--- config.mk ---
export PLATFORM = sky130hd
export DESIGN_NAME = vdd_post
export DESIGN_NICKNAME = d
export VERILOG_FILES = /design/src/rtl/vdd_pkg.sv /design/src/rtl/vdd_post.sv
export SDC_FILE = /design/constraint.sdc
export NUM_CORES = 1
export LEC_CHECK = 0
export ABC_AREA = 0
export ABC_CLOCK_PERIOD_IN_PS = 2000
export BUFFER_PORTS_ARGS = -buffer_cell sky130_fd_sc_hd__buf_2
export CAP_MARGIN = 20
export CORE_AREA = 5 5 106 108
export CTS_BUF_LIST = sky130_fd_sc_hd__clkbuf_4 sky130_fd_sc_hd__clkbuf_8
export DETAILED_ROUTE_END_ITERATION = 6
export DIE_AREA = 0 0 111 113
export PLACE_DENSITY_LB_ADDON = 0.2
export SYNTH_ARGS = -nofsm -noshare
export SYNTH_HDL_FRONTEND = slang
export SYNTH_SLANG_ARGS = --single-unit
--- constraint.sdc ---
create_clock -name clk -period 2 [get_ports clk]
set_input_delay 0.4 -clock clk [delete_from_list [all_inputs] [get_ports clk]]
set_output_delay 0.4 -clock clk [all_outputs]
set_load 0.02 [all_outputs]
--- src/rtl/vdd_pkg.sv ---
`default_nettype none

package vdd_pkg;

  localparam int ITERATIONS      = 16;
  localparam int COMPONENT_WIDTH = 16;
  localparam int GUARD_BITS      = 8;
  localparam int TABLE_LEN       = 24;
  localparam int ITER_USED       = (ITERATIONS < TABLE_LEN) ? ITERATIONS : TABLE_LEN;

  localparam int XY_W    = COMPONENT_WIDTH + GUARD_BITS + 3;
  localparam int Z_W     = 32;
  localparam int ANGLE_W = 15;
  localparam int Q_W     = Z_W - 14;

  localparam int LATENCY = ITER_USED + 3;

  localparam logic [ANGLE_W-1:0] ANGLE_0   = ANGLE_W'(0);
  localparam logic [ANGLE_W-1:0] ANGLE_90  = ANGLE_W'(5760);
  localparam logic [ANGLE_W-1:0] ANGLE_180 = ANGLE_W'(11520);
  localparam logic [ANGLE_W-1:0] ANGLE_270 = ANGLE_W'(17280);
  localparam logic [Q_W-1:0]     FULL_TURN = Q_W'(23040);

  localparam logic signed [Z_W-1:0] Z_HALF_TURN = Z_W'(180 * (1 << 20));
  localparam logic signed [Z_W-1:0] Z_ROUND     = Z_W'(8192);
  localparam logic signed [Z_W-1:0] Z_WRAP_RND  = Z_W'(360 * (1 << 20) + 8192);

  typedef struct packed {
    logic signed [COMPONENT_WIDTH-1:0] dir_x;
    logic signed [COMPONENT_WIDTH-1:0] dir_y;
  } in_t;

  typedef struct packed {
    logic [ANGLE_W-1:0] angle;
    logic               zero_vector;
  } out_t;

  typedef struct packed {
    logic                    valid;
    logic                    bypass;
    logic                    zero;
    logic [ANGLE_W-1:0]      byp_angle;
    logic signed [XY_W-1:0]  x;
    logic signed [XY_W-1:0]  y;
    logic signed [Z_W-1:0]   z;
  } cordic_t;

  typedef struct packed {
    logic               valid;
    logic               bypass;
    logic               zero;
    logic [ANGLE_W-1:0] byp_angle;
    logic [Z_W-1:0]     zr;
  } post_t;

  function automatic logic signed [Z_W-1:0] atan_entry(input int idx);
    logic signed [Z_W-1:0] v;
    case (idx)
      0:       v = 32'sd47185920;
      1:       v = 32'sd27855475;
      2:       v = 32'sd14718068;
      3:       v = 32'sd7471121;
      4:       v = 32'sd3750058;
      5:       v = 32'sd1876857;
      6:       v = 32'sd938658;
      7:       v = 32'sd469357;
      8:       v = 32'sd234682;
      9:       v = 32'sd117342;
      10:      v = 32'sd58671;
      11:      v = 32'sd29335;
      12:      v = 32'sd14668;
      13:      v = 32'sd7334;
      14:      v = 32'sd3667;
      15:      v = 32'sd1833;
      16:      v = 32'sd917;
      17:      v = 32'sd458;
      18:      v = 32'sd229;
      19:      v = 32'sd115;
      20:      v = 32'sd57;
      21:      v = 32'sd29;
      22:      v = 32'sd14;
      23:      v = 32'sd7;
      default: v = '0;
    endcase
    return v;
  endfunction

endpackage

`default_nettype wire

--- src/rtl/vdd_post.sv ---
`default_nettype none

module vdd_post (
  input  wire logic             clk,
  input  wire logic             rst_n,
  input  wire vdd_pkg::cordic_t stage_in,
  output logic                  out_valid,
  output vdd_pkg::out_t         out_data
);

  localparam int ZW = vdd_pkg::Z_W;
  localparam int QW = vdd_pkg::Q_W;

  vdd_pkg::post_t post_nxt;
  vdd_pkg::post_t post_r;
  logic           valid_r;
  vdd_pkg::out_t  out_nxt;
  vdd_pkg::out_t  out_r;
  logic [QW-1:0]  q;
  logic [QW-1:0]  q_wrap;

  always_comb begin
    post_nxt.valid     = stage_in.valid;
    post_nxt.bypass    = stage_in.bypass;
    post_nxt.zero      = stage_in.zero;
    post_nxt.byp_angle = stage_in.byp_angle;
    post_nxt.zr        = ZW'(stage_in.z + (stage_in.z[ZW-1] ? vdd_pkg::Z_WRAP_RND
                                                          : vdd_pkg::Z_ROUND));
  end

  always_ff @(posedge clk) begin
    if (!rst_n) begin
      post_r.valid <= 1'b0;
    end else begin
      post_r <= post_nxt;
    end
  end

  always_comb begin
    q      = post_r.zr[ZW-1:14];
    q_wrap = (q >= vdd_pkg::FULL_TURN) ? (q - vdd_pkg::FULL_TURN) : q;
    out_nxt.zero_vector = post_r.zero;
    out_nxt.angle       = post_r.bypass ? post_r.byp_angle : q_wrap[vdd_pkg::ANGLE_W-1:0];
  end

  always_ff @(posedge clk) begin
    if (!rst_n) begin
      valid_r <= 1'b0;
    end else begin
      valid_r <= post_r.valid;
      out_r   <= out_nxt;
    end
  end

  assign out_valid = valid_r;
  assign out_data  = out_r;

endmodule

`default_nettype wire
Word-level counts from Yosys, hierarchy flattened
Index checks and enable logic that the tools add are counted.
{"block": "op_classes", "add_sub_neg": 2, "n_lt_le_gt_ge": 1, "n_mux": 3}
{"op": "32-bit by 30-bit adder with 32-bit output", "n": 1}
{"op": "15-bit two-way mux", "n": 2}
{"op": "29-bit two-way mux", "n": 1}
{"op": "18-bit by 15-bit >= comparator with 1-bit output (second input constant)", "n": 1}
{"op": "15-bit subtractor (second input constant)", "n": 1}
{"block": "totals", "ff_bits": 67, "input_bits": 106, "out_inout_bits": 17, "elab_cells": 14}

Logic depth before layout (Yosys ltp)
{"block": "logic_depth", "word_depth": 3, "depth_mapped": 6, "depth_no_buf": 6}

Worst setup path after synthesis
Ideal clock, no wire load.
{"block": "synth_timing", "kind": "input-to-reg", "startpoint": "input stage_in[23] (netlist bit)", "endpoint": "register post_r[28] (netlist bit), data pin", "setup_ns": 0.261, "arrival_ns": 1.602, "t_required_ns": 1.739, "slack_ns": 0.137, "cell_stages": 5, "path_buffers": 0, "path_cell_list": "ha_1 -> nand2_1 -> o41ai_4 -> nor2_1 -> a311o_1"}
{"item": "start: declaration", "line_no": "vdd_post.sv:6", "rtl": "input wire vdd_pkg::cordic_t stage_in,"}
{"item": "end signal: assignment", "line_no": "vdd_post.sv:35", "rtl": "post_r <= post_nxt;"}
{"item": "end: declaration", "line_no": "vdd_post.sv:15", "rtl": "vdd_pkg::post_t post_r;"}

==> summary.txt <==
layout cells sized above 1: 38.1%
NumNets Final: 363
Net Sw Power: 612 uW
CP Class: primary input to register
first-pass GRT wire length: 8.21 mm
fin util: 31.2%
detailed placement HPWL: 3.90 mm
Die ar.: 0.0125 mm2
Placed Cells: 380
wire length per cell: 12.8 um
Clk pwr share: 29.1%
initial antenna violation count: 0
1st-pass router iterations: 4
largest net degree at the start of global routing: 18
max frequency: 569 MHz
Critical Path Source Type: primary input
Final Cycle Share: 87.8%
synthesized flop and latch total: 53
# diodes: 0
Starting Density: 24.4%
CTS clk-pin slew, worst paths: 100 ps
HP Class: primary input to register
DIE HEIGHT: 113 um
area grow syn2layout: 27.6%
Total GRT Usage: 8.17%
Final ANT Viol Nets: 0
critical path peak fanout: 5
Worst-Skew Late Latency: 300 ps
RSZ-0062 raised after global routing: false
drt drc: 0
vias in the first global route: 1650
die width: 111 um
final std cells w/o fill: 388
Tightest Pin Transition: 443 ps
Core Footprint: 0.0101 mm2
FFs w/ async S/R, synth: 0%
Max-Cap Viols: 0
post-cts resize count: 0
max_slew headroom: 70.5%
Fin Setup TNS: 0 ps
initial DRC count: 41
Final setup viols: 0
post-CTS setup buffer count: 0
vias per std cell: 4.18
Worst Path Required: 2040 ps
DR vias: 1623
Register-to-Register Path Depth: 4
grt ovf: 0
hold path endpoint: post_r[38]
Post-synth EDFFs: 51
IO buf count: 55
final setup skew: 16.3 ps
VDD IR max: 0.319 mV
min Tclk post-route: 1760 ps
io pins: 123
internal power: 1920 uW
clock sinks: 53
CTS Root Buffer Type: clkbuf_8
reg-to-reg slack, setup: 360 ps
max-slew violations: 0
RR Endpoint: out_data[12]
sequential power share: 54.6%
Routability Congestion: 0.820
crit path capture type: register
post-synthesis sequential area ratio: 63.5%
number of CTS-inserted buffers: 5
synthesized cell area: 0.00248 mm2
status: finished, final reports clean
critical path arrival: 1800 ps
row cnt: 37
Total Power: 2530 uW
syn_area_per_cell: 14.0 um2
switch share: 24.2%
FF-to-FF Start: post_r[24]
TritonCTS clock tree: built
Post-Synthesis Cells: 177
WHS Path Cells: 1
Hold Vio Cnt, Final: 0
combinational power share: 16.4%
HP Start: stage_in[92]
Pwr Density: 801 mW/mm2
post-synth cell types: 48
Synth Flop Type: edfxtp_1
Leakage: 0.00125 uW
# hold bufs at CTS: 0
Post-Route WL: 4.98 mm
CTS max path bufs: 2
Post-Syn Nets: 289
Synthesis Warnings: 0
H-tree levels: 2
==> worst max path at each step <==
stage | from | to | depth (start not counted)
global placement | stage_in[31] | post_r[28] | 6
floorplan | stage_in[23] | post_r[28] | 5
global route | post_r[24] | out_data[12] | 4
detailed placement | stage_in[31] | post_r[28] | 6
CTS | stage_in[31] | post_r[28] | 6
finish | stage_in[31] | post_r[28] | 6
==> synth_stat cells, types with 2 or more instances <==
cell / count / area [um2]
and3_1: 2 / 12.5
xor2_1: 9 / 78.8
dfxtp_1: 2 / 40.0
nor4_1: 2 / 12.5
nand3_1: 9 / 45.0
nor2b_1: 4 / 25.0
and2_1: 3 / 18.8
a21oi_1: 5 / 25.0
inv_1: 5 / 18.8
mux2_2: 9 / 101
nand4_1: 3 / 18.8
nor3_1: 5 / 25.0
clkbuf_1: 2 / 7.51
a21o_1: 3 / 22.5
o31ai_1: 2 / 15.0
xnor2_1: 6 / 52.6
ha_1: 6 / 75.1
edfxtp_1: 51 / 1530
o21ai_0: 3 / 15.0
a31oi_1: 2 / 12.5
nand2_1: 9 / 33.8
nor2_1: 9 / 33.8
==> metal layers <==
layer  part of all wire (%)  track usage (%)  up-vias
met2                     46             13.1       40
met5                      0                0        -
met1                     48             10.5      742
met3                    5.1             2.51        6
met4                    1.6             2.96        0
li1                       -                -      835
==> kinds of logic (layout without fill, tap and decap cells) <==
logic type	after synthesis	count (layout)	synth area share (%)
adders and majority gates	6	6	3.03
AOI/OAI and AO/OA	31	31	10.5
buffers and inverters	7	82	1.06
and+or+nand+nor	55	55	12.1
xor gates and xnor gates	15	15	5.31
muxes	10	10	4.50
DFF	53	53	63.5
==> power groups by stage <==
stage	clock network, uW	registers (uW)	logic (uW)
global route	815	1390	464
finish	736	1380	414
global placement	0	1410	417
CTS	768	1380	422
detailed placement	0	1410	420
floorplan	0	1440	196
==> state kept, by name, indices dropped and copies added, names as in the netlist <==
| signal | cells |
|---|---|
| out_valid | 1 |
| out_nxt | 1 |
| post_r | 35 |
| out_data | 16 |
==> cell type report <==
cell class / instances / area (um2)
fill: 1029 / 6980
sequential: 53 / 1570
multi-input combinational: 117 / 878
timing repair buffer: 69 / 405
tap: 136 / 170
clock buffer: 6 / 76.3
clock inverter: 2 / 38.8
inverter: 5 / 18.8
==> critical path: stages <==
cell	delay (ps)
buf_2	120
ha_1	290
nand2_1	80
o41ai_4	470
nor2_1	90
a311o_1	350
==> metrics by stage <==
stage / cell area (um2) / worst slack (ps) / hold WS [ps]
6_report: 3160 / 244 / 261
5_1_grt: 3160 / 173 / 241
4_1_cts: 3160 / 244 / 244
3_5_place_dp: 3040 / -73.6 / 408
3_3_place_gp: 3040 / -94.7 / 402
2_1_floorplan: 2480 / 137 / 400
==> cells in the final DEF (no fill, tap or decap), types with 3 or more instances in the layout <==
master,n
nand2_1,9
a21o_1,3
nor2_1,9
clkbuf_8,5
nand4_1,3
edfxtp_1,51
nor3_1,5
buf_4,12
a21oi_1,5
and2_1,3
nor2b_1,4
ha_1,6
nand3_1,9
buf_2,55
xor2_1,9
mux2_2,9
o21ai_0,3
inv_1,5
xnor2_1,6
(Power assumes the default switching activity.)
