===== src/rtl/vdd_pkg.sv =====
`default_nettype none

package vdd_pkg;

  localparam int ITERATIONS      = 16;
  localparam int COMPONENT_WIDTH = 16;
  localparam int GUARD_BITS      = 8;
  localparam int TABLE_LEN       = 24;
  localparam int ITER_USED       = (ITERATIONS < TABLE_LEN) ? ITERATIONS : TABLE_LEN;

  localparam int XY_W    = COMPONENT_WIDTH + GUARD_BITS + 3;
  localparam int Z_W     = 32;
  localparam int ANGLE_W = 15;
  localparam int Q_W     = Z_W - 14;

  localparam int LATENCY = ITER_USED + 3;

  localparam logic [ANGLE_W-1:0] ANGLE_0   = ANGLE_W'(0);
  localparam logic [ANGLE_W-1:0] ANGLE_90  = ANGLE_W'(5760);
  localparam logic [ANGLE_W-1:0] ANGLE_180 = ANGLE_W'(11520);
  localparam logic [ANGLE_W-1:0] ANGLE_270 = ANGLE_W'(17280);
  localparam logic [Q_W-1:0]     FULL_TURN = Q_W'(23040);

  localparam logic signed [Z_W-1:0] Z_HALF_TURN = Z_W'(180 * (1 << 20));
  localparam logic signed [Z_W-1:0] Z_ROUND     = Z_W'(8192);
  localparam logic signed [Z_W-1:0] Z_WRAP_RND  = Z_W'(360 * (1 << 20) + 8192);

  typedef struct packed {
    logic signed [COMPONENT_WIDTH-1:0] dir_x;
    logic signed [COMPONENT_WIDTH-1:0] dir_y;
  } in_t;

  typedef struct packed {
    logic [ANGLE_W-1:0] angle;
    logic               zero_vector;
  } out_t;

  typedef struct packed {
    logic                    valid;
    logic                    bypass;
    logic                    zero;
    logic [ANGLE_W-1:0]      byp_angle;
    logic signed [XY_W-1:0]  x;
    logic signed [XY_W-1:0]  y;
    logic signed [Z_W-1:0]   z;
  } cordic_t;

  typedef struct packed {
    logic               valid;
    logic               bypass;
    logic               zero;
    logic [ANGLE_W-1:0] byp_angle;
    logic [Z_W-1:0]     zr;
  } post_t;

  function automatic logic signed [Z_W-1:0] atan_entry(input int idx);
    logic signed [Z_W-1:0] v;
    case (idx)
      0:       v = 32'sd47185920;
      1:       v = 32'sd27855475;
      2:       v = 32'sd14718068;
      3:       v = 32'sd7471121;
      4:       v = 32'sd3750058;
      5:       v = 32'sd1876857;
      6:       v = 32'sd938658;
      7:       v = 32'sd469357;
      8:       v = 32'sd234682;
      9:       v = 32'sd117342;
      10:      v = 32'sd58671;
      11:      v = 32'sd29335;
      12:      v = 32'sd14668;
      13:      v = 32'sd7334;
      14:      v = 32'sd3667;
      15:      v = 32'sd1833;
      16:      v = 32'sd917;
      17:      v = 32'sd458;
      18:      v = 32'sd229;
      19:      v = 32'sd115;
      20:      v = 32'sd57;
      21:      v = 32'sd29;
      22:      v = 32'sd14;
      23:      v = 32'sd7;
      default: v = '0;
    endcase
    return v;
  endfunction

endpackage

`default_nettype wire


===== src/rtl/vdd_cordic.sv =====
`default_nettype none

module vdd_cordic (
  input  wire logic             clk,
  input  wire logic             rst_n,
  input  wire vdd_pkg::cordic_t stage_in,
  output vdd_pkg::cordic_t      stage_out
);

  localparam int N = vdd_pkg::ITER_USED;

  wire vdd_pkg::cordic_t chain [0:N];

  assign chain[0] = stage_in;

  for (genvar i = 0; i < N; i++) begin : g_iter
    vdd_pkg::cordic_t st_nxt;
    vdd_pkg::cordic_t st_r;
    logic signed [vdd_pkg::XY_W-1:0] xs;
    logic signed [vdd_pkg::XY_W-1:0] ys;

    always_comb begin
      st_nxt = chain[i];
      xs     = chain[i].x >>> i;
      ys     = chain[i].y >>> i;
      if (!chain[i].y[vdd_pkg::XY_W-1]) begin
        st_nxt.x = chain[i].x + ys;
        st_nxt.y = chain[i].y - xs;
        st_nxt.z = chain[i].z + vdd_pkg::atan_entry(i);
      end else begin
        st_nxt.x = chain[i].x - ys;
        st_nxt.y = chain[i].y + xs;
        st_nxt.z = chain[i].z - vdd_pkg::atan_entry(i);
      end
    end

    always_ff @(posedge clk) begin
      if (!rst_n) begin
        st_r.valid <= 1'b0;
      end else begin
        st_r <= st_nxt;
      end
    end

    assign chain[i+1] = st_r;
  end

  assign stage_out = chain[N];

endmodule

`default_nettype wire


===== config.mk =====
export PLATFORM = sky130hd
export DESIGN_NAME = vdd_cordic
export DESIGN_NICKNAME = d
export VERILOG_FILES = /design/src/rtl/vdd_pkg.sv /design/src/rtl/vdd_cordic.sv
export SDC_FILE = /design/constraint.sdc
export NUM_CORES = 2
export LEC_CHECK = 0
export BUFFER_PORTS_ARGS = -buffer_cell sky130_fd_sc_hd__buf_2
export CORE_ASPECT_RATIO = 1.5
export CORE_MARGIN = 10
export CORE_UTILIZATION = 43
export DETAILED_ROUTE_END_ITERATION = 8
export SYNTH_ARGS = -nofsm -noshare
export SYNTH_HDL_FRONTEND = slang
export SYNTH_SLANG_ARGS = --single-unit

===== constraint.sdc =====
create_clock -name clk -period 5.1 [get_ports clk]
set_clock_uncertainty 0.15 [all_clocks]
set_input_delay 0.255 -clock clk [delete_from_list [all_inputs] [get_ports clk]]
set_output_delay 0.255 -clock clk [all_outputs]
set_load 0.02 [all_outputs]

Word level (Yosys, flattened, before mapping):

Index checks and enable logic that the tools add are counted.

* eq/ne operators: 0
* order comparisons: 0
* div/mod/pow operators: 0
* reductions and logical operators: 0
* bitwise operators: 0
* multiplexer cells: 16
* shifts and indexed selects: 0
* multipliers: 0
* add/sub/neg operators: 95

Operators with widths (count)
* 2-to-1 mux 86 bit: 16
* adder 27 x 12 -> 27 bit: 2
* adder 27 x 13 -> 27 bit: 2
* adder 27 x 14 -> 27 bit: 2
* adder 27 x 15 -> 27 bit: 2
* adder 27 x 16 -> 27 bit: 2
* adder 27 x 17 -> 27 bit: 2
* adder 27 x 18 -> 27 bit: 2
* adder 27 x 19 -> 27 bit: 2
* adder 27 x 20 -> 27 bit: 2
* adder 27 x 21 -> 27 bit: 2
* adder 27 x 22 -> 27 bit: 2
* adder 27 x 23 -> 27 bit: 2
* adder 27 x 24 -> 27 bit: 2
* adder 27 x 25 -> 27 bit: 2
* adder 27 x 26 -> 27 bit: 2
* subtractor 27 x 12 -> 27 bit: 2
* subtractor 27 x 13 -> 27 bit: 2
* subtractor 27 x 14 -> 27 bit: 2
* subtractor 27 x 15 -> 27 bit: 2
* subtractor 27 x 16 -> 27 bit: 2
* subtractor 27 x 17 -> 27 bit: 2
* subtractor 27 x 18 -> 27 bit: 2
* subtractor 27 x 19 -> 27 bit: 2
* 41 further kinds: 49

* memory bits (writable): 0
* bits in read-only memories: 0
* latch bits: 0
* logic and storage cells: 223
* output and inout bits: 104
* register bits: 1664
* memories kept: 0
* input bits: 106

Longest topological paths before layout:

* depth in word-level cells: 2
* depth in mapped cells: 20

Worst setup path before layout:

OpenSTA, ideal clock, no wires.

* path kind: register to register
* from: reg g_iter[2].st_r (netlist bit chain[1410])
* to: reg g_iter[3].st_r (netlist bit chain[1306]) (data pin)
* buffers on the path: 2
* setup slack: 0.673 ns
* library setup time: 0.260 ns
* period minus slack after synthesis: 4.427 ns
* cell stages (with the launch flop): 15
* data required time: 4.690 ns
* arrival time: 4.016 ns
* cell sequence: edfxtp_1 > clkbuf_1 > clkbuf_1 > mux2_2 > fa_1 > a21o_1 > a21oi_1 > nor2b_1 > o221a_2 > a41o_1 > a211oi_1 > nor3_1 > or3_1 > a21oi_1 > xnor2_1

RTL lines
* from (decl): RTL line vdd_cordic.sv:18 `vdd_pkg::cordic_t st_r;`
* from (signal assigned): RTL line vdd_cordic.sv:41 `st_r <= st_nxt;`
* to (signal assigned): RTL line vdd_cordic.sv:41
* to (decl): RTL line vdd_cordic.sv:18

==> reports/results.txt <==
Synthesized area -> 0.127 mm2
Max FO, Critical Path -> 6
Synth Flop Type -> edfxtp_1
Syn_nets -> 14389
Status -> completed
CTS root buffer -> clkbuf_16
Synthesis-to-finish area growth -> 12.7%
Placed cells -> 17129
Netlist cell types -> 101
Setup CP Type -> reg -> reg
Pins over their slew limit -> 0
Setup crit start kind -> register
Crit path arrival time -> 5260 ps
Initial Util -> 43.2%
Worst path cell trace -> inv_1 > ha_1 > nor3b_1 > buf_4 > and2_1 > nand2_1 > nor2_1 > nor2_1 > xnor2_1 > ha_1 > a21oi_1 > nor2b_1 > o41ai_1 > buf_4 > a21oi_1 > a211oi_1 > buf_4 > o21ai_0 > xor2_1
Slowest stage delay, CP -> 550 ps
Max-cap violations -> 0
Die height -> 686 um
Num CTS Buffers -> 188
Post-synthesis sequential area ratio -> 39.1%
CP max-delay cell -> o41ai_1
Avg Cell Area, Syn -> 9.91 um2
Drt total wl -> 338000 um
RSZ-0062 raised after global routing -> false
Final setup fails -> 0
Hold_ws -> 52.2 ps
Reg clk slew, reported paths -> 60 ps
Crit path capture type -> register
Grt total ovfl -> 0
Final worst slack -> 296 ps
Nets -> 15114
Full die area -> 0.318 mm2
Share of layout cells above drive strength 1 -> 8.08%
WP buf/inv -> 4
Setup TNS -> 0 ps
Boundary pin count -> 210
Syn. warnings -> 0
Worst skew pair latency -> 910 ps
Most frequent cell on the critical path -> buf_4
Least-Margin Pin Slew -> 969 ps
1st-iter DRT viols -> 4091
Register bit count reported by yosys -> 1663
HPWL after detailed placement -> 273000 um
Post-synth EDFFs -> 1647
H-tree lvl count -> 4
Vias post-DR -> 96809
Commonest cells after routing, fill and taps aside -> 1647 x edfxtp_1, 1399 x ha_1, 1253 x a21oi_1
Clock Sinks -> 1663
Total global-route track usage -> 20.4%
DRC violations left -> 0
Setup WS pre-CTS -> 51.4 ps
Period Utilization, post-route -> 94.2%
Antenna viol nets, final -> 0
Die width -> 464 um
I/O Buffers -> 209
CTS tree -> built
# rows -> 244
Post-CTS Repair Setup Buffers -> 0
Most common cell after layout, fill and taps aside -> edfxtp_1
Drt pass-1 iters -> 7
GP Congestion -> 0.971
First-pass GRT wire length -> 521000 um
Cell Count, Final, Fillers Out -> 17639
Vias in the first global route -> 99872
Initial antenna violation count -> 3
CP required -> 5560 ps
Pin count of the biggest net entering global routing -> 161
Critical path's top delay family -> simple AND/OR/NAND/NOR gates
Fmax -> 208 MHz
Final Hold Viols -> 0
Share of flip-flops with an asynchronous set or reset -> 0%
Routed WL per cell -> 19.1 um
Rel. slew slack -> 35.2%
Bufs on Longest Clock Path -> 4
Crit path time final -> 4800 ps
Hold crit path type -> in -> reg
Cells after Synth -> 12835
Vias/cell -> 5.49
Core ar. -> 0.295 mm2
==> synth_stat cells (39+ instances only) <==
master    number  area (um2)
o211ai_1      71         533
and3_1       129         807
inv_1        609        2290
xor2_1       515        4510
a21oi_1     1253        6270
and2_1        98         613
o21a_1       190        1430
nor4_1        96         601
a211o_1       42         368
mux2i_1       39         390
a21boi_0      49         368
o21bai_1     164        1230
nor2_1      1099        4130
a21o_1       525        3940
fa_1          49         981
or2_2         47         294
buf_4        105         788
nor2b_1      231        1450
o21ai_0      610        3050
clkbuf_1     169         634
a211oi_1     111         833
nand2b_1     210        1310
nor3_1       350        1750
nand3_1      210        1050
a31oi_1      146         913
nand4_1       92         576
ha_1        1399       17500
edfxtp_1    1647       49500
nand2_1      641        2410
or4_1         39         293
xnor2_1     1088        9530
o31ai_1       56         420
or3_1        110         688
==> cell type report <==
cell class,count,area [um2]
antenna,2,5.00
multi-input combinational,10254,73600
fill,27491,151000
tap,3936,4920
clock buffer,226,5050
timing repair buffer,838,6460
sequential,1663,49800
inverter,615,2310
clock inverter,105,1170
==> routing by layer <==
metal	GRT usage [%]	wire [um]	up-vias
met2	43.3	195000	1833
met1	14.9	97300	44857
li1	-	-	48879
met4	19.0	37100	0
met5	0	0	-
met3	2.40	8760	1240
==> per-stage QoR <==
step | util (%) | cell area [um2]
3_5_place_dp | 45.9 | 135000
2_1_floorplan | - | 127000
6_report | 48.7 | 143000
3_3_place_gp | 45.9 | 135000
4_1_cts | 48.6 | 143000
5_1_grt | 48.7 | 143000
==> logic make-up (layout without fill, tap and decap cells) <==
family / count (synthesis) / in the layout / synth area share, %
xor gates and xnor gates: 1603 / 1603 / 11.0
buffers and inverters: 918 / 1784 / 3.02
adders and majority gates: 1448 / 1448 / 14.5
DFF: 1663 / 1663 / 39.1
other: 0 / 2 / 0
and+or+nand+nor: 3500 / 3500 / 13.5
AOI/OAI and AO/OA: 3627 / 3627 / 18.1
muxes: 76 / 76 / 0.634
==> flip-flops by register name, indices dropped and copies added (netlist names) <==
signal	flops
chain	1559
stage_out	104
==> tightest hold or removal path, delay by kind of cell <==
kind	cells	cell delay (ps)
buffers and inverters	1	100
AO/OA/AOI/OAI	1	110
adder cells (fa/ha/maj)	1	240
XOR/XNOR	1	140
AND/OR/NAND/NOR	2	120
==> path summary, 6_finish.rpt <==
path         slack (ps)         start          end  cells after the start
min                  50  stage_in[36]  chain[1597]                      6
min reg2reg         260   chain[1240]  chain[1136]                      0
max reg2reg         300    chain[769]   chain[708]                     19
max                 300    chain[769]   chain[708]                     19
==> timing repair <==
item	CTS	global route
endpoints found under the setup margin	0	6
gates resized for setup	0	5
hold buffers	177	0
endpoints found under the hold margin	314	0
Power is left out: the tool's default activity adds up to more than one toggle a clock period on the data nets, which glitch-free logic cannot reach.
