File: src/rtl/vdd_pkg.sv
`default_nettype none

package vdd_pkg;

  localparam int ITERATIONS      = 16;
  localparam int COMPONENT_WIDTH = 16;
  localparam int GUARD_BITS      = 8;
  localparam int TABLE_LEN       = 24;
  localparam int ITER_USED       = (ITERATIONS < TABLE_LEN) ? ITERATIONS : TABLE_LEN;

  localparam int XY_W    = COMPONENT_WIDTH + GUARD_BITS + 3;
  localparam int Z_W     = 32;
  localparam int ANGLE_W = 15;
  localparam int Q_W     = Z_W - 14;

  localparam int LATENCY = ITER_USED + 3;

  localparam logic [ANGLE_W-1:0] ANGLE_0   = ANGLE_W'(0);
  localparam logic [ANGLE_W-1:0] ANGLE_90  = ANGLE_W'(5760);
  localparam logic [ANGLE_W-1:0] ANGLE_180 = ANGLE_W'(11520);
  localparam logic [ANGLE_W-1:0] ANGLE_270 = ANGLE_W'(17280);
  localparam logic [Q_W-1:0]     FULL_TURN = Q_W'(23040);

  localparam logic signed [Z_W-1:0] Z_HALF_TURN = Z_W'(180 * (1 << 20));
  localparam logic signed [Z_W-1:0] Z_ROUND     = Z_W'(8192);
  localparam logic signed [Z_W-1:0] Z_WRAP_RND  = Z_W'(360 * (1 << 20) + 8192);

  typedef struct packed {
    logic signed [COMPONENT_WIDTH-1:0] dir_x;
    logic signed [COMPONENT_WIDTH-1:0] dir_y;
  } in_t;

  typedef struct packed {
    logic [ANGLE_W-1:0] angle;
    logic               zero_vector;
  } out_t;

  typedef struct packed {
    logic                    valid;
    logic                    bypass;
    logic                    zero;
    logic [ANGLE_W-1:0]      byp_angle;
    logic signed [XY_W-1:0]  x;
    logic signed [XY_W-1:0]  y;
    logic signed [Z_W-1:0]   z;
  } cordic_t;

  typedef struct packed {
    logic               valid;
    logic               bypass;
    logic               zero;
    logic [ANGLE_W-1:0] byp_angle;
    logic [Z_W-1:0]     zr;
  } post_t;

  function automatic logic signed [Z_W-1:0] atan_entry(input int idx);
    logic signed [Z_W-1:0] v;
    case (idx)
      0:       v = 32'sd47185920;
      1:       v = 32'sd27855475;
      2:       v = 32'sd14718068;
      3:       v = 32'sd7471121;
      4:       v = 32'sd3750058;
      5:       v = 32'sd1876857;
      6:       v = 32'sd938658;
      7:       v = 32'sd469357;
      8:       v = 32'sd234682;
      9:       v = 32'sd117342;
      10:      v = 32'sd58671;
      11:      v = 32'sd29335;
      12:      v = 32'sd14668;
      13:      v = 32'sd7334;
      14:      v = 32'sd3667;
      15:      v = 32'sd1833;
      16:      v = 32'sd917;
      17:      v = 32'sd458;
      18:      v = 32'sd229;
      19:      v = 32'sd115;
      20:      v = 32'sd57;
      21:      v = 32'sd29;
      22:      v = 32'sd14;
      23:      v = 32'sd7;
      default: v = '0;
    endcase
    return v;
  endfunction

endpackage

`default_nettype wire

File: src/rtl/vdd_pre.sv
`default_nettype none

module vdd_pre (
  input  wire logic           clk,
  input  wire logic           rst_n,
  input  wire logic           accept,
  input  wire vdd_pkg::in_t   in_data,
  output vdd_pkg::cordic_t    stage_out
);

  localparam int CW = vdd_pkg::COMPONENT_WIDTH;
  localparam int XW = vdd_pkg::XY_W;

  vdd_pkg::cordic_t stage_nxt;
  vdd_pkg::cordic_t stage_r;

  logic signed [XW-1:0] x_sc;
  logic signed [XW-1:0] y_sc;
  logic                 x_zero;
  logic                 y_zero;

  always_comb begin
    x_sc   = {{(XW-CW){in_data.dir_x[CW-1]}}, in_data.dir_x} <<< vdd_pkg::GUARD_BITS;
    y_sc   = {{(XW-CW){in_data.dir_y[CW-1]}}, in_data.dir_y} <<< vdd_pkg::GUARD_BITS;
    x_zero = (in_data.dir_x == '0);
    y_zero = (in_data.dir_y == '0);

    stage_nxt.valid     = accept;
    stage_nxt.zero      = x_zero && y_zero;
    stage_nxt.bypass    = x_zero || y_zero;
    stage_nxt.byp_angle = vdd_pkg::ANGLE_0;
    if (y_zero) begin
      stage_nxt.byp_angle = in_data.dir_x[CW-1] ? vdd_pkg::ANGLE_180 : vdd_pkg::ANGLE_0;
    end else if (x_zero) begin
      stage_nxt.byp_angle = in_data.dir_y[CW-1] ? vdd_pkg::ANGLE_270 : vdd_pkg::ANGLE_90;
    end

    if (in_data.dir_x[CW-1]) begin
      stage_nxt.x = -x_sc;
      stage_nxt.y = -y_sc;
      stage_nxt.z = vdd_pkg::Z_HALF_TURN;
    end else begin
      stage_nxt.x = x_sc;
      stage_nxt.y = y_sc;
      stage_nxt.z = '0;
    end
  end

  always_ff @(posedge clk) begin
    if (!rst_n) begin
      stage_r.valid <= 1'b0;
    end else begin
      stage_r <= stage_nxt;
    end
  end

  assign stage_out = stage_r;

endmodule

`default_nettype wire

File: config.mk
export PLATFORM = sky130hd
export DESIGN_NAME = vdd_pre
export DESIGN_NICKNAME = d
export VERILOG_FILES = /design/src/rtl/vdd_pkg.sv /design/src/rtl/vdd_pre.sv
export SDC_FILE = /design/constraint.sdc
export NUM_CORES = 1
export LEC_CHECK = 0
export BUFFER_PORTS_ARGS = -buffer_cell sky130_fd_sc_hd__buf_4
export CORE_MARGIN = 2
export CORE_UTILIZATION = 49
export DETAILED_ROUTE_END_ITERATION = 12
export PLACE_DENSITY = 0.92
export SYNTH_ARGS = -nofsm -noshare
export SYNTH_HDL_FRONTEND = slang
export SYNTH_SLANG_ARGS = --single-unit
File: constraint.sdc
create_clock -name clk -period 3.6 [get_ports clk]
set_input_delay 0.54 -clock clk [delete_from_list [all_inputs] [get_ports clk]]
set_output_delay 0.54 -clock clk [all_outputs]
set_load 0.1 [all_outputs]
## Word level (Yosys, flattened, before mapping)

Index checks and enable logic that the tools add are counted.

| storage, ports and cells | value |
|---|---|
| input port bits | 35 |
| output and inout bits | 104 |
| register bits | 104 |
| word-level logic and storage cells | 20 |

| operators by class | value |
|---|---|
| reductions and logical operators | 4 |
| add/sub/neg operators | 2 |
| muxes and demuxes | 5 |

Operators with widths:

| cell | number |
|---|---|
| 82-bit two-way mux | 1 |
| 24-bit negation with 27-bit output | 2 |
| 15-bit two-way mux | 3 |
| 16-bit logical NOT | 2 |
| 14-bit two-way mux | 1 |
| 1-bit logical AND | 1 |
| 1-bit logical OR | 1 |

## Longest topological paths before layout

Gate-level depths: netlist of run 1.

| depth | value |
|---|---|
| depth after elaboration | 3 |
| gate-level depth with buffers | 7 |
| gate-level depth less buffers | 5 |

## Worst setup path before layout of run 1

OpenSTA, ideal clock, no wires.

| path | value |
|---|---|
| path type | input to register |
| from | input port in_data[1] (netlist bit) |
| to | register stage_r (netlist bit stage_out[95]) (data pin) |
| data arrival time | 2.095 ns |
| library setup time | 0.265 ns |
| buffers on the path | 2 |
| cell stages on the path | 7 |
| data required time | 3.335 ns |
| setup slack | 1.240 ns |
| cells stage by stage | inv_1 ha_1 or3b_2 clkbuf_1 or4_1 buf_2 nor3b_1 |

| between the ends | value |
|---|---|
| word-level cells in the longest chain between the ends | 2 |

RTL lines:

| what | line | text |
|---|---|---|
| start, declared | vdd_pre.sv:7 | `input wire vdd_pkg::in_t in_data,` |
| 16-bit logical NOT | vdd_pre.sv:26 | `y_zero = (in_data.dir_y == '0);` |
| 15-bit two-way mux | vdd_pre.sv:32 | `if (y_zero) begin` |
| end signal, assigned | vdd_pre.sv:53 | `stage_r <= stage_nxt;` |
| end, declared | vdd_pre.sv:15 | `vdd_pkg::cordic_t stage_r;` |

Every way passes these cells.
A chain may end at the register's enable or synchronous reset.

## Worst setup path after layout of run 1

| path | value |
|---|---|
| from | input port in_data[0] (netlist bit) |
| to | register stage_r (netlist bit stage_out[95]) (data pin) |

Same word-level chain as after synthesis.

==> impl_metrics.toml, run 1 <==
[status]
status = "complete, no violations"

[grt]
grt_pass1_vias = 1591
grt_max_degree = 49
track_usage_pct = 16.4
antenna_found_initial = 0
grt_pass1_wl_um = 7700
grt_overflow = 0

[worst_setup_path]
crit_required_ps = 3630
critPathMaxFanout = 8
cp-end-kind = "register"
start_kind = "primary input"
crit_type = "in2reg"
cp.arrival_ps = 2260

[job]
maxCapViolations = 0

[cts]
cts_tree = "yes"
clockRootBuffer = "clkbuf_8"
htreeDepth = 2
clockBufferDepth = 2
path_clk_slew_ps = 80
cts_setup_buffers = 0
cts.sink_count = 48
postCtsHoldBufs = 0
numCtsBuffers = 5
cts.repair.resized = 0

[drt]
drt_iter0_markers = 132
drc = 0
drt_wl_total_um = 5020
wl_per_cell_um = 13.5
via_per_inst = 4.80
dr.pass1.iters = 5
vias = 1791
ant_nets = 0

[cells_and_area]
mostFrequentLayoutCell = "buf_4"
nFillCells = 441
syn_to_final_growth_pct = 22.0
largest_reg_flops = 48
n_antenna_cell = 0
layout_common_cells = "87 x buf_4, 54 x conb_1, 47 x edfxtp_1, 22 x xnor2_1"
nets = 339
fin_util_pct = 62.4
final_cells = 373
drive_above_1_share_pct = 32.7

[synth]
synth-seq-area-share_pct = 54.1
ys_warn_count = 0
syn_inst = 223
synth_cell_types = 30
syn_area_per_cell_um2 = 11.9
ys_ff_latch = 48
synth_area_um2 = 2650

[place]
dpl_worst_slack_ps = 1060
dp_cells = 365
io_buffers = 87
place_congestion = 0.762
dp_hpwl_um = 3800

[timing]
hold_viol = 0
fin_ws_ps = 1370
rsz0062_at_grt = "no"
post-route-period-util_pct = 61.9
tightest_slew_ps = 771
setup-tns-final_ps = 0
min_period_ps = 2230
fmax_ghz = 0.449
setup_viol = 0
slew_viol_final = 0
slew-limit-headroom_pct = 48.1

[min_path]
hold_class = "in2reg"

[floorplan]
coreArea_um2 = 5170
die_w_um = 77.5
ios = 139
die-area_um2 = 6000
std_cell_rows = 26
start_util_pct = 51.2
die_h_um = 77.5

[pwr]
powerDensity_nw_per_um2 = 587
p_leak_nw = 1.32
ir_worst_vdd_mv = 0.231
[through the flow]
stage | cell area [um^2] | total power [mW] | hold WS (ps)
finish | 3230 | 1.89 | 438
global route | 3230 | 1.95 | 435
CTS | 3230 | 1.90 | 432
detailed placement | 3120 | 1.53 | 744
global placement | 3120 | 1.52 | 745
floorplan | 2850 | 1.43 | 639
[synth_stat cells (all sizes together)]
cell	n	area (um^2)
nor3	5	30.0
edfxtp	47	1410
or3b	1	8.76
nor2	4	15.0
o41ai	11	96.3
dfxtp	1	20.0
nand2	5	18.8
inv	7	26.3
a21oi	1	5.00
a41oi	2	17.5
conb	1	3.75
o21ai	11	55.1
xor2	5	43.8
xnor2	22	193
nor4	2	12.5
o32ai	2	17.5
buf	58	430
a31oi	2	12.5
nand2b	1	6.26
and2	1	6.26
nor3b	1	7.51
ha	2	25.0
or2	2	12.5
o31ai	4	30.0
or3	5	31.3
clkbuf	10	37.5
nand3	1	5.00
or4	9	67.6
[layer usage]
layer | routed length [um] | GRT usage, % | part of all wire [%]
met5 | 0 | 0 | 0
met4 | 87 | 6.61 | 1.7
met3 | 384 | 2.56 | 7.6
met2 | 2520 | 29.0 | 50
met1 | 2030 | 20.2 | 40
[cells by family (layout without fill, tap and decap cells)]
family / Yosys count / after routing / synth area share (%)
buf+inv: 75 / 102 / 18.7
flops: 48 / 48 / 54.1
simple gates: 37 / 37 / 8.37
compound gates: 33 / 33 / 8.84
xor+xnor: 27 / 27 / 8.94
fa+ha+maj: 2 / 2 / 0.945
other cells: 1 / 54 / 0.142
[worst paths after layout]
kind                        start       endpoint  cells after the start
worst max-delay path   in_data[0]  stage_out[95]                      6
worst min-delay path  in_data[16]  stage_out[67]                      1
[critical path, cell delays in order]
cell and delay (ps):
buf_4 120, inv_1 50, ha_1 140, or3b_2 550, or4_1 660, nor3b_1 190
[power breakdown]
part | internal (mW) | switching, mW
logic | 0.121 | 0.706
registers | 0.673 | 0.0166
clock network | 0.205 | 0.173
[area by class of cell]
cell class              instances  area, um^2  share of cell area [%]
multi-input cells             153         920                    28.5
clock buffers                   5        68.8                    2.13
repair buffers                 87         653                    20.2
flip-flops and latches         48        1430                    44.3
well taps                      70        87.6                    2.71
inverters                       7        26.3                   0.814
clock inverters                 3        42.5                    1.32
(Power assumes the default switching activity.)
==> inputs of run 2 (changes only) <==
- CORE_UTILIZATION: 49 -> 41
- PLACE_DENSITY: 0.92 -> 0.83
- clock period: 3.6 -> 1.94 ns (I/O delays scaled with it)
==> run 2 against run 1 <==
Effect of this change: combinational power rose by 87%; critical path depth rose by 1; worst setup slack got worse by 1200 ps; wire length rose by 6.6%; clock-buffer cell count did not move; core utilization fell by 8.5 points; clock power rose to 2.6 times the previous value.
==> impl_metrics.toml, run 2 (synthesis results as in run 1) <==
[status]
status = "complete, no violations"

[min_path]
hp-start = "in_data[16]"
hold_depth = 1
hold_class = "in2reg"

[timing]
slew-limit-headroom_pct = 59.4
post-route-period-util_pct = 92.2
tightest_slew_ps = 609
min_period_ps = 1790
rsz0062_at_grt = "no"
fmax_ghz = 0.559
setup_viol = 0
slew_viol_final = 0
hold_ws_ps = 187
hold_viol = 0

[grt]
grt_overflow = 0
grt_pass1_vias = 1702
grt_pass1_wl_um = 8420
antenna_found_initial = 0
grt_max_degree = 49
track_usage_pct = 14.7

[cells_and_area]
syn_to_final_growth_pct = 28.6
drive_above_1_share_pct = 36.6
fin_area_um2 = 3400
mostFrequentLayoutCell = "buf_4"
layout_common_cells = "101 x buf_4, 54 x conb_1, 47 x edfxtp_1, 22 x xnor2_1"
final_cells = 394
nets = 353
largest_reg_flops = 48
n_antenna_cell = 0
nFillCells = 550
fin_util_pct = 53.9

[drt]
drc = 0
drt_iter0_markers = 132
drt_wl_total_um = 5350
vias = 1861
ant_nets = 0
via_per_inst = 4.72
dr.pass1.iters = 4
wl_per_cell_um = 13.6

[worst_setup_path]
start_kind = "primary input"
cp.arrival_ps = 1820
critPathMaxFanout = 5
crit_required_ps = 1970
crit_type = "in2reg"
cp-end-kind = "register"
worstSetupStartpoint = "in_data[1]"

[place]
io_buffers = 87
dp_cells = 386
place_congestion = 0.819
placed_area_um2 = 3240
dp_hpwl_um = 4090

[floorplan]
ios = 139
die_h_um = 84.3
die-area_um2 = 7110
start_util_pct = 41.9
std_cell_rows = 29
die_w_um = 84.3
coreArea_um2 = 6310

[pwr]
p_leak_nw = 1.42
ir_worst_vdd_mv = 0.713
powerDensity_nw_per_um2 = 1120
p_total_mw = 3.80

[cts]
cts.repair.resized = 0
postCtsHoldBufs = 0
cts_setup_buffers = 0
clockRootBuffer = "clkbuf_8"
cts.sink_count = 48
clockBufferDepth = 2
path_clk_slew_ps = 90
numCtsBuffers = 5
htreeDepth = 2
cts_tree = "yes"

[job]
maxCapViolations = 0
==> run 2: cell count changes in the layout (fill, tap and decap cells not counted), sizes merged <==
cell / change
buf: +14
bufinv: +2
clkinv: -1
clkinvlp: -1
==> run 2: where the power goes <==
group / switching (mW) / total [mW] / internal (mW)
Combinational: 1.31 / 1.55 / 0.238
Clock: 0.325 / 0.969 / 0.644
Sequential: 0.0314 / 1.28 / 1.25
Total: 1.67 / 3.80 / 2.13
==> run 2: cell type report <==
class	count	area, um^2	area share, %
timing repair buffer	101	758	22.3
sequential	48	1430	42.1
inverter	7	26.3	0.772
clock buffer	5	68.8	2.02
clock inverter	3	90.1	2.65
tap	77	96.3	2.83
multi-input combinational	153	932	27.4
==> run 2: final timing paths <==
check                            to  slack, ps
worst min-delay path  stage_out[67]        190
worst max-delay path  stage_out[50]        150
==> run 2: routing by layer <==
layer	vias up	GRT usage [%]	wire, um
li1	890	-	-
met1	855	19.1	2210
met2	109	24.3	2580
met3	7	3.15	484
met4	0	5.34	76
met5	-	0	0
==> run 2: metrics by stage <==
stage / setup TNS [ps] / setup WS, ps
after floorplan: -25.6 / -25.6
after CTS: 0 / 193
after global placement: -15.7 / -15.7
final: 0 / 152
after global routing: 0 / 100
after detailed placement: -109 / -69.7
==> run 2: worst max-delay path, cell delays in order <==
cell     delay (ps)
buf_4           110
inv_1            60
ha_2            160
or3b_4          410
buf_4           170
o41ai_1         490
xnor2_1         130
==> inputs of run 3 (changes only) <==
- ABC_AREA: default -> 1
- CORE_UTILIZATION: 41 -> 42
- CTS_BUF_LIST: default -> sky130_fd_sc_hd__clkbuf_16
- CTS_CLUSTER_DIAMETER: default -> 120
==> run 3 against run 2 <==
Effect of this change: fmax rose by 39%; non-clock buffer count fell by 14; sequential power barely moved; final cell count rose by 21%; clock power fell by 2.9%; combinational power barely moved.
==> impl_metrics.toml, run 3 <==
[synth]
syn_area_per_cell_um2 = 9.11
yosysTopAreaCell = "edfxtp_1"
synth_top_cell_area_share_pct = 49.8
synth_area_um2 = 2830
ys_top_cells_by_area = "edfxtp_1 50%, buf_4 15%, nand2_1 10%, inv_1 4.6%, nand3_1 3.9%"
synthFlopType = "edfxtp_1"
synth.most_common_cell = "nand2_1"
synth-edff-count = 47
synthTopCellsByCount = "79 x nand2_1, 56 x buf_4, 47 x edfxtp_1, 35 x inv_1, 23 x nor2_1"
synth_cell_types = 24
ys_warn_count = 0
async_reset_ff_share_pct = 0
syn_inst = 311
synth-seq-area-share_pct = 50.5
ys_ff_latch = 48

[drt]
vias = 2137
drt_wl_total_um = 5570
drc = 0
wl_per_cell_um = 11.7
dr.pass1.iters = 4
drt_iter0_markers = 174
ant_nets = 0
via_per_inst = 4.50

[cts]
cts.repair.resized = 0
htreeDepth = 2
cts.sink_count = 48
clockBufferDepth = 2
path_clk_slew_ps = 60
postCtsHoldBufs = 0
clockRootBuffer = "clkbuf_16"
numCtsBuffers = 5
cts_tree = "yes"
cts_setup_buffers = 0

[worst_setup_path]
path_cells = "buf_4"
cp.arrival_ps = 990
crit_required_ps = 1650
crit_type = "reg2out"
critical_path_buf_inv_count = 1
cpPeakStageDelay_ps = 400
critPathTopFamily = "flip-flops"
critPathMaxFanout = 4
cp-end-kind = "output port"
start_kind = "register"
slowest_stage = "edfxtp_1"

[timing]
hold_viol = 0
min_period_ps = 1290
slew-limit-headroom_pct = 59.6
setup_viol = 0
rsz0062_at_grt = "no"
post-route-period-util_pct = 66.3
tightest_slew_ps = 605
slew_viol_final = 0
setup-tns-final_ps = 0
fmax_ghz = 0.778

[floorplan]
coreArea_um2 = 6420
die_w_um = 86.1
ios = 139
std_cell_rows = 29
start_util_pct = 44.1
die-area_um2 = 7420
die_h_um = 86.1

[pwr]
powerDensity_nw_per_um2 = 1070
p_leak_nw = 1.74
ir_worst_vdd_mv = 0.412

[grt]
grt_max_degree = 49
antenna_found_initial = 0
grt_pass1_vias = 1850
grt_overflow = 0
grt_pass1_wl_um = 8450
track_usage_pct = 14.3

[place]
place_congestion = 0.801
io_buffers = 87
dp_hpwl_um = 4340

[cells_and_area]
fin_util_pct = 54.5
n_antenna_cell = 0
syn_to_final_growth_pct = 23.6
layout_common_cells = "87 x buf_4, 79 x nand2_1, 54 x conb_1, 47 x edfxtp_1, 36 x inv_1"
mostFrequentLayoutCell = "buf_4"
largest_reg_flops = 48
drive_above_1_share_pct = 27.1
nets = 434

[status]
status = "complete, no violations"

[job]
maxCapViolations = 0

[min_path]
hold_class = "in2reg"
[run 3: area by class of cell]
cell class	count	area, um^2
Clock buffer	5	125
Clock inverter	3	38.8
Fill cell	531	2920
Inverter	36	135
Multi-Input combinational cell	219	1020
Sequential cell	48	1430
Tap cell	77	96.3
Timing Repair Buffer	87	653
[run 3: routing by layer]
metal / share of wire, % / vias to the layer above / GRT usage (%)
met4: 1.8 / 0 / 4.62
met2: 50 / 132 / 26.1
met3: 11 / 9 / 3.18
met1: 37 / 952 / 16.7
li1: - / 1044 / -
met5: 0 / - / 0
[run 3: final timing paths]
path                          start              to  slack (ps)  cells after the start
worst max-delay path  stage_out[25]   stage_out[25]         650                      1
worst min-delay path         accept  stage_out[103]         190                      3
[run 3: where the power goes]
group	total, mW	switching (mW)	internal, mW
sequential	1.27	0.0258	1.24
clock	0.941	0.340	0.600
combinational	1.52	1.31	0.215
total	3.74	1.68	2.06
[run 3: metrics by stage]
stage / instances / hold WS (ps) / area, um^2 / setup WS [ps] / total power, mW
2_1_floorplan: 364 / 384 / 3030 / 268 / 2.64
3_3_place_gp: 467 / 476 / 3340 / 443 / 2.80
3_5_place_dp: 467 / 479 / 3340 / 404 / 2.82
4_1_cts: 475 / 190 / 3500 / 645 / 3.75
5_1_grt: 475 / 191 / 3500 / 544 / 3.84
6_report: 475 / 191 / 3500 / 655 / 3.74
[run 3: cell families after synthesis]
group	count (synthesis)	share of synthesized area, %
XOR/XNOR	14	4.33
AO/OA/AOI/OAI	8	1.41
buffers and inverters	97	20.4
AND/OR/NAND/NOR	141	22.3
other	1	0.132
flip-flops	48	50.5
adder cells (fa/ha/maj)	2	0.883
